[config.mk]
export PLATFORM = sky130hd
export DESIGN_NAME = gbs_ctrl
export DESIGN_NICKNAME = d
export VERILOG_FILES = /design/src/hw/rtl/gbs_pkg.sv /design/src/hw/rtl/gbs_ctrl.sv
export SDC_FILE = /design/constraint.sdc
export NUM_CORES = 1
export LEC_CHECK = 0
export BUFFER_PORTS_ARGS = -buffer_cell sky130_fd_sc_hd__buf_2
export CAP_MARGIN = 10
export CORE_MARGIN = 3
export CORE_UTILIZATION = 40
export CTS_CLUSTER_SIZE = 20
export DETAILED_ROUTE_END_ITERATION = 7
export PLACE_DENSITY_LB_ADDON = 0.3
export SLEW_MARGIN = 20
export SYNTH_ARGS = -nofsm -noshare
export SYNTH_HDL_FRONTEND = slang
export SYNTH_SLANG_ARGS = --single-unit
[constraint.sdc]
create_clock -name clk -period 1.9 [get_ports clk]
set_input_delay 0.19 -clock clk [delete_from_list [all_inputs] [get_ports clk]]
set_output_delay 0.19 -clock clk [all_outputs]
set_load 0.05 [all_outputs]
[src/hw/rtl/gbs_pkg.sv]
// Shared types, constants and command codes for the Gini best-split search block.
package gbs_pkg;

	localparam int MAX_SAMPLES_DEF = 256;
	localparam int NUM_CLASSES = 8;
	localparam int FRAC_BITS = 16;
	localparam int VALUE_W = 16;
	localparam int LABEL_W = 3;
	localparam int CLASS_W = 4;
	localparam int THR_W = 17;
	localparam int SCORE_OUT_W = 24;
	localparam logic [CLASS_W-1:0] CLASS_COUNT_RESET = 4'd2;

	typedef struct packed {
		logic [VALUE_W-1:0] value;
		logic [LABEL_W-1:0] label;
	} entry_t;

	typedef enum logic [4:0] {
		ST_LOAD,
		ST_START,
		ST_SORT_RDI,
		ST_SORT_KEY,
		ST_SORT_RDJ,
		ST_SORT_CMP,
		ST_CNT_RD,
		ST_CNT_ADD,
		ST_SC_SQ,
		ST_SC_NUM,
		ST_SC_DIV,
		ST_SC_END,
		ST_SCAN_INIT,
		ST_SCAN_CUR,
		ST_SCAN_RD,
		ST_SCAN_UPD,
		ST_SCAN_CMP,
		ST_FINISH
	} state_t;

	typedef enum logic [4:0] {
		OP_NONE,
		OP_LOAD,
		OP_START,
		OP_SORT_RDI,
		OP_SORT_KEY,
		OP_SORT_RDJ,
		OP_SORT_CMP,
		OP_CNT_RD,
		OP_CNT_ADD,
		OP_SC_SQ,
		OP_SC_NUM,
		OP_SC_DIV,
		OP_SC_END,
		OP_SCAN_INIT,
		OP_SCAN_CUR,
		OP_SCAN_RD,
		OP_SCAN_UPD,
		OP_SCAN_CMP,
		OP_FINISH
	} dp_op_t;

	typedef enum logic [1:0] {
		SIDE_FULL,
		SIDE_LEFT,
		SIDE_RIGHT
	} side_t;

	typedef struct packed {
		dp_op_t op;
		side_t  side;
	} dp_cmd_t;

	typedef struct packed {
		logic last_fire;
		logic n_lt2;
		logic j_zero;
		logic i_last;
		logic shift;
		logic same;
		logic scan_last;
		logic div_last;
		logic out_free;
	} dp_status_t;

endpackage

[src/hw/rtl/gbs_ctrl.sv]
// Sequencing state machine for loading, sorting, counting, scoring and scanning.
module gbs_ctrl (
	input  logic                clk,
	input  logic                arst_n,
	input  gbs_pkg::dp_status_t status,
	output gbs_pkg::dp_cmd_t    cmd
);
	import gbs_pkg::*;

	state_t state_q, state_d;
	side_t  side_q, side_d;

	always_ff @(posedge clk or negedge arst_n) begin
		if (!arst_n) begin
			state_q <= ST_LOAD;
			side_q  <= SIDE_FULL;
		end else begin
			state_q <= state_d;
			side_q  <= side_d;
		end
	end

	always_comb begin
		state_d = state_q;
		side_d  = side_q;
		case (state_q)
			ST_LOAD: begin
				if (status.last_fire) state_d = ST_START;
			end
			ST_START: begin
				state_d = status.n_lt2 ? ST_FINISH : ST_SORT_RDI;
			end
			ST_SORT_RDI: state_d = ST_SORT_KEY;
			ST_SORT_KEY: state_d = ST_SORT_RDJ;
			ST_SORT_RDJ: begin
				if (!status.j_zero) state_d = ST_SORT_CMP;
				else state_d = status.i_last ? ST_CNT_RD : ST_SORT_RDI;
			end
			ST_SORT_CMP: begin
				if (status.shift) state_d = ST_SORT_RDJ;
				else state_d = status.i_last ? ST_CNT_RD : ST_SORT_RDI;
			end
			ST_CNT_RD: state_d = ST_CNT_ADD;
			ST_CNT_ADD: begin
				if (status.i_last) begin
					state_d = ST_SC_SQ;
					side_d  = SIDE_FULL;
				end else begin
					state_d = ST_CNT_RD;
				end
			end
			ST_SC_SQ: state_d = ST_SC_NUM;
			ST_SC_NUM: state_d = ST_SC_DIV;
			ST_SC_DIV: begin
				if (status.div_last) state_d = ST_SC_END;
			end
			ST_SC_END: begin
				case (side_q)
					SIDE_FULL: state_d = ST_SCAN_INIT;
					SIDE_LEFT: begin
						state_d = ST_SC_SQ;
						side_d  = SIDE_RIGHT;
					end
					default: state_d = ST_SCAN_CMP;
				endcase
			end
			ST_SCAN_INIT: state_d = ST_SCAN_CUR;
			ST_SCAN_CUR: state_d = ST_SCAN_RD;
			ST_SCAN_RD: state_d = ST_SCAN_UPD;
			ST_SCAN_UPD: begin
				if (status.same) begin
					state_d = status.scan_last ? ST_FINISH : ST_SCAN_RD;
				end else begin
					state_d = ST_SC_SQ;
					side_d  = SIDE_LEFT;
				end
			end
			ST_SCAN_CMP: state_d = status.scan_last ? ST_FINISH : ST_SCAN_RD;
			ST_FINISH: begin
				if (status.out_free) state_d = ST_LOAD;
			end
			default: state_d = ST_LOAD;
		endcase
	end

	always_comb begin
		cmd.side = side_q;
		case (state_q)
			ST_LOAD:      cmd.op = OP_LOAD;
			ST_START:     cmd.op = OP_START;
			ST_SORT_RDI:  cmd.op = OP_SORT_RDI;
			ST_SORT_KEY:  cmd.op = OP_SORT_KEY;
			ST_SORT_RDJ:  cmd.op = OP_SORT_RDJ;
			ST_SORT_CMP:  cmd.op = OP_SORT_CMP;
			ST_CNT_RD:    cmd.op = OP_CNT_RD;
			ST_CNT_ADD:   cmd.op = OP_CNT_ADD;
			ST_SC_SQ:     cmd.op = OP_SC_SQ;
			ST_SC_NUM:    cmd.op = OP_SC_NUM;
			ST_SC_DIV:    cmd.op = OP_SC_DIV;
			ST_SC_END:    cmd.op = OP_SC_END;
			ST_SCAN_INIT: cmd.op = OP_SCAN_INIT;
			ST_SCAN_CUR:  cmd.op = OP_SCAN_CUR;
			ST_SCAN_RD:   cmd.op = OP_SCAN_RD;
			ST_SCAN_UPD:  cmd.op = OP_SCAN_UPD;
			ST_SCAN_CMP:  cmd.op = OP_SCAN_CMP;
			ST_FINISH:    cmd.op = status.out_free ? OP_FINISH : OP_NONE;
			default:      cmd.op = OP_NONE;
		endcase
	end
endmodule

; ---- After elaboration in Yosys (flattened, before gate mapping)
; Cells that the tools add are included.
[word_totals]
reg_bits = 7
inputBits = 11
output_inout_bits = 7
elab_cells = 49
[classes]
n_eq_ne = 24
muxes = 18
n_reduce_logical = 5
[ops]
columns = operator, n
row1 = $pmux W5 S18, 2
row2 = $eq A5 B4 Y1 const B, 8
row3 = $mux W5, 7
row4 = $eq A5 B3 Y1 const B, 4
row5 = $ne A2 B2 Y1 const B, 6
row6 = $eq A5 B2 Y1 const B, 2
row7 = $eq A5 B5 Y1 const B, 2
row8 = $pmux W5 S2, 1
row9 = $mux W3, 3
row10 = $mux W2, 3
row11 = $pmux W2 S3, 1
row12 = $eq A5 B1 Y1 const B, 1
row13 = $logic_not A5 Y1, 1
row14 = $mux W4, 1
row15 = $reduce_and A4 Y1, 1
row16 = $reduce_and A3 Y1, 1
row17 = $reduce_bool A3 Y1, 1
row18 = $eq A2 B1 Y1 const B, 1
row19 = $logic_not A2 Y1, 1

; ---- Logic depth before layout (Yosys ltp)
; Gate-level depths: netlist (run 1).
[logic_depth]
word_depth = 3
mapped_depth = 6
ltp_nobuf = 4

; ---- Worst setup path after synthesis (run 1)
; OpenSTA, ideal clock, no wires.
[synth_path]
path_kind = register -> output
startpoint = register state_q[2]
endpoint = output port cmd[6] in the netlist's numbering
arrival_time_ps = 1749
t_required_ps = 1710
setup_slack_ps = -39
path_stages_with_launch = 3
n_path_buf = 0
cell_sequence = dfrtp_1 or4b_4 o22ai_1
[synth_rtl]
columns = item, line
row1 = from (decl), gbs_ctrl.sv:10  ; state_t state_q, state_d;
row2 = from (signal assigned), gbs_ctrl.sv:18  ; state_q <= state_d;
row3 = to (decl), gbs_ctrl.sv:6  ; output gbs_pkg::dp_cmd_t cmd

==> run metrics, run 1 <==
maxcap violations 0; fin area 856 µm²; critical path launch point type flip-flop; status complete, no violations; top cell type's share of synthesized area 25.0%; nets 124; Post-DP HPWL 1.33 mm; first-pass GRT wire length 2.70 mm; pre-CTS WS 0.257 ns; fin crit share 95.6%; CTS clk-pin slew, worst paths 0.05 ns; post-synthesis cell type count 37; Avg Inst Size Synth 7.62 µm²; Clock Sinks 7; worst-path fanout max 12; htree depth 1; CTS buffer count 3; Pwr Total 0.00166 W; ANT nets after route 0; hold slack 0.280 ns; CTS max path bufs 2; FF+latch count, synth 7; Crit path required time 1.71 ns; most common cell after layout, fill and taps aside buf_2; setup_tns 0 ns; initial antenna violation count 0; die height 47.9 µm; Layout area overhead 22.1%; Die W 47.9 µm; I/O pins 18; Leakage 0.375 nW; commonest cells after routing, fill and taps aside buf_2 (16), nand2_1 (8), nor2_1 (7); FF+latch area 176 µm²; Worst-Margin Slew 0.409 ns; Core ar. 1580 µm²; Hold WC Path Type in2reg; gpl congestion 0.854; Avg WL per Cell 13.2 µm; Final WS setup 0.0845 ns; PortBufs 17; largest net degree at the start of global routing 18; largest cells by area after synthesis dfrtp_1 (25%), nand2b_1 (4.5%), a21oi_1 (4.3%), mux2i_1 (4.3%), nand2_1 (4.3%); placed instance area 816 µm²; Layout fillers 157; Iter 0 DRT Violations 23; Main synth FF type dfrtp_1; vias in the first global route 686; cell area after synthesis 701 µm²; relative slew slack 72.4%; WS Path Type reg2out; gr usage total 16.4%; Syn Inst Count 92; First-pass DRT Iterations 4; residual DRC count 0; post-synthesis async set-or-reset flop share 100%; final hold violation count 0; # rows 14; leading area contributor after synthesis dfrtp_1; sequential share of the synthesized area 25.0%; Initial Util 44.4%; setup violators final 0; post-route minimum period 1.82 ns; clk_lat worst skew 0.24 ns; arrival time of the worst setup path 1.63 ns; multi-input logic area 479 µm²; fin. max-slew vios 0; worst ir drop on vdd 0.848 mV; ant diodes 0; Post-synth EDFFs 0; Vias 759; die area 2290 µm²; post-DR vias/cell 5.93; Crit. End Element primary output; Routed WL 1.69 mm; grt total ovfl 0; share of layout cells above drive strength 1 27.7%; post-route clock skew 0.000650 ns; Synth Net Count 103; power density over the cells 1940 nW/µm²; Root Driver clkbuf_4; f_max 0.551 GHz; r2r setup slk 0.28 ns; synth warn 0; CTS tree yes
worst paths after layout:
check | start | to | cells after the start
worst max-delay path | state_q[2] | cmd[6] | 3
worst min-delay path | status[2] | state_q[4] | 3
worst max register to register | state_q[2] | state_q[2] | 4
worst min register to register | side_q[0] | side_q[0] | 2
max in group asynchronous | arst_n | state_q[2] | 2
min in group asynchronous | arst_n | state_q[0] | 2
kinds of logic (layout without fill, tap and decap cells):
| family | after synthesis | after routing | synth area share [%] |
|---|---|---|---|
| mux | 3 | 3 | 4.29 |
| xor+xnor | 3 | 3 | 3.75 |
| simple gates | 40 | 40 | 32.7 |
| compound gates | 27 | 27 | 26.8 |
| buf+inv | 12 | 32 | 7.50 |
| flops | 7 | 7 | 25.0 |
cell type report:
class	instances	area share, %
repair buffers	23	15.8
clock buffers	4	3.07
inverters	5	2.19
flip-flops and latches	7	20.6
well taps	16	2.34
multi-input cells	73	56.0
synthesized netlist by cell type, types with 2 or more instances:
library cell and count:
nand2_1 8, dfrtp_1 7, nor2_1 7, a21oi_1 6, inv_1 5, nand2b_1 5
nor3_1 4, a31oi_1 3, buf_2 3, mux2i_1 3, nand3_1 3, o21ai_0 3
o21ai_1 3, a211o_1 2, and2_1 2, clkbuf_1 2, nor3b_1 2, nor4b_1 2
o2bb2ai_1 2, or3_1 2, xor2_1 2
what timing repair did:
| item | in CTS | in global routing |
|---|---|---|
| hold endpoints to repair | 7 | 0 |
| hold buffers | 1 | 0 |
| buffers inserted | 0 | 0 |
| resized for setup | 1 | 1 |
| endpoints found under the setup margin | 1 | 2 |
registers in the layout, indices dropped and copies added, names as in the netlist:
name / cells
side_q: 2
state_q: 5
worst max-delay path, stage by stage, from the launching register on:
cell	delay [ns]
dfrtp_2	0.47
or4b_4	0.58
o22ai_2	0.11
buf_4	0.22
where the power goes:
part	leakage [nW]	internal, W	switching [W]
Sequential	0.0874	0.000221	0.000126
Clock	0.0150	0.0000797	0.0000475
Combinational	0.273	0.000418	0.000769
Total	0.375	0.000719	0.000942
per-layer routing:
layer	up-vias	global-route usage, %	wire length (µm)	share of wire, %
li1	373	-	-	-
met1	366	20.1	757	45
met2	20	28.5	882	52
met3	0	1.50	53	3.1
met4	0	8.06	0	0
met5	-	0	0	0
per-stage QoR:
| step | util (%) | instances |
|---|---|---|
| 6_report | 54.3 | 128 |
| 5_1_grt | 54.3 | 128 |
| 4_1_cts | 54.2 | 128 |
| 3_5_place_dp | 51.7 | 123 |
| 3_3_place_gp | 51.7 | 123 |
| 2_1_floorplan | - | 92 |
(Power assumes the default switching activity.)
==> run 2, diff against run 1 <==
==> constraint.sdc (replaced) <==
create_clock -name clk -period 1.9 [get_ports clk]
set_input_delay 0.38 -clock clk [delete_from_list [all_inputs] [get_ports clk]]
set_output_delay 0.38 -clock clk [all_outputs]
set_load 0.05 [all_outputs]
==> run metrics, run 2 (synthesized netlist as in run 1, its figures left out) <==
initial antenna violation count 0 (unchanged); worst-path fanout max 5 (-7); Routed WL 1.75 mm (+3.3%); setup_tns 0 ns (unchanged); crit path to cmd[6]; CP peak stage delay 0.54 ns (-0.04 ns); Worst-Margin Slew 0.372 ns (-0.0372 ns); ANT nets after route 0 (unchanged); Pwr Total 0.00175 W (+5.5%); arrival time of the worst setup path 1.51 ns (-0.12 ns); Layout fillers 138 (-12%); Avg WL per Cell 13.4 µm (+0.94%); grt total ovfl 0 (unchanged); Clock Sinks 7 (unchanged); post-route minimum period 1.89 ns (+0.0794 ns); Hold WC Path Type in2async; R2R cell count 5 (+1); CTS buffer count 3 (unchanged); largest net degree at the start of global routing 19 (+1); ant diodes 0 (unchanged); Slowest-stage cell, CP or4b_4; r2r setup slk 0.21 ns (-0.07 ns); fin crit share 99.7% (+4.2 points); Logic pwr share 76.3% (+4.8 points); Core ar. 1580 µm² (unchanged); Leakage 0.395 nW (+5.1%); Layout area overhead 28.4%; First-pass DRT Iterations 4 (unchanged); Root Driver clkbuf_4; FF+latch area 175 µm² (-0.71%); sequential share of power 16.5% (-4.4 points); Iter 0 DRT Violations 25 (+8.7%); Top reg by flops state_q; relative slew slack 74.9% (+2.5 points); final hold violation count 0 (unchanged); Sw Ratio 55.3% (-1.4 points); gpl congestion 0.867 (+1.5%); share of layout cells above drive strength 1 32.2% (+4.5 points); post-route clock skew 0.000133 ns (-0.000517 ns); Crit path required time 1.52 ns (-0.19 ns); die height 47.9 µm (unchanged); Largest register FFs 5 (unchanged); post-DR vias/cell 5.88 (-0.87%); nets 127 (+2.4%); fin area 900 µm² (+5.1%); I/O pins 18 (unchanged); f_max 0.528 GHz (-4.2%); Die W 47.9 µm (unchanged); R2R Path End side_q[0]; most common cell after layout, fill and taps aside buf_2; # rows 14 (unchanged); CTS tree yes; crit path launch state_q[2]; CTS clk-pin slew, worst paths 0.05 ns (about the same); Clock power frac 7.2% (-0.5 points); Internal Power 0.000784 W (+9.0%); Top Registers state_q: 5 flops, side_q: 2 flops; status complete, no violations; die area 2290 µm² (unchanged); first-pass GRT wire length 2.68 mm (-0.48%); gr usage total 16.5% (+0.089 points); commonest cells after routing, fill and taps aside buf_2 (14), nand2_1 (8), buf_4 (8), dfrtp_1 (7); placed instance area 830 µm² (+1.7%); final std cells w/o fill 131 (+2.3%); RSZ-0062 raised after global routing yes; worst ir drop on vdd 0.866 mV (+2.1%); maxcap violations 0 (unchanged); Vias 770 (+1.4%); RR Startpoint state_q[2]; Crit. End Element primary output; switching power 0.000969 W (+2.9%); CP cell instances or4b_4 -> o22ai_2 -> buf_6; clk_lat worst skew 0.24 ns (about the same); pre-CTS WS 0.145 ns (-0.112 ns); fin. max-slew vios 0 (unchanged); htree depth 1 (unchanged); Final WS setup 0.00512 ns (-0.0794 ns); WS Path Type reg2out; power density over the cells 1950 nW/µm² (+0.37%); vias in the first global route 661 (-3.6%); setup violators final 0 (unchanged); CTS max path bufs 2 (unchanged); Initial Util 44.4% (unchanged); Post-DP HPWL 1.35 mm (+1.7%); critical path launch point type flip-flop; PortBufs 17 (unchanged); multi-input logic area 489 µm² (+2.1%); residual DRC count 0 (unchanged); placed cell count 124 (+0.81%)
## run 2: cell count changes in the layout (fill, tap and decap cells not counted), sizes merged
cell    previous run  this run
buf               22        24
clkbuf             4         5
## run 2: cell type report
class / instances / area share (%)
Clock buffer: 4 / 2.92
Multi-Input combinational cell: 73 / 54.4
Tap cell: 16 / 2.23
Sequential cell: 7 / 19.5
Inverter: 5 / 2.09
Timing Repair Buffer: 26 / 18.9
## run 2: worst min path at each step
| stage | start | end | slack [ns] | cells past startpoint |
|---|---|---|---|---|
| 2_1_floorplan | arst_n | side_q[0] | 0.08 | 0 |
| 3_3_place_gp | arst_n | state_q[3] | 0.21 | 1 |
| 3_5_place_dp | arst_n | state_q[3] | 0.21 | 1 |
| 4_1_cts | arst_n | state_q[3] | 0.48 | 2 |
| 5_1_grt | arst_n | state_q[1] | 0.49 | 2 |
| 6_report | arst_n | state_q[3] | 0.49 | 2 |
## run 2: what timing repair did
item	4_1_cts	5_1_grt
hold buffers	1	0
endpoints found under the hold margin	7	0
gates resized for setup	2	6
pin swaps	1	0
setup buffers	2	0
endpoints found under the setup margin	1	4
## run 2: power groups by stage
stage                     clock [W]  sequential, W  combinational, W
final                      0.000125       0.000289           0.00134
after global routing       0.000147       0.000303           0.00143
after CTS                  0.000133       0.000286           0.00130
after detailed placement          0       0.000292           0.00127
after global placement            0       0.000286           0.00127
after floorplan                   0       0.000342          0.000924
## run 2: critical path, delay by kind of cell (launching register included)
family	cells	cell delay, ns
DFF	1	0.42
buffers and inverters	1	0.18
AOI/OAI and AO/OA	1	0.13
and+or+nand+nor	1	0.54
## run 2: routing by layer
layer | track usage [%] | share of wire (%) | vias to the layer above
li1 | - | - | 382
met1 | 20.6 | 42 | 348
met2 | 29.3 | 50 | 38
met3 | 1.13 | 7.4 | 2
met4 | 6.45 | 0.86 | 0
met5 | 0 | 0 | -
## run 2: stage by stage
step | hold slack (ns) | util [%]
2_1_floorplan | 0.0844 | -
3_3_place_gp | 0.212 | 52.6
3_5_place_dp | 0.212 | 52.6
4_1_cts | 0.480 | 56.3
5_1_grt | 0.487 | 57.1
6_report | 0.494 | 57.1
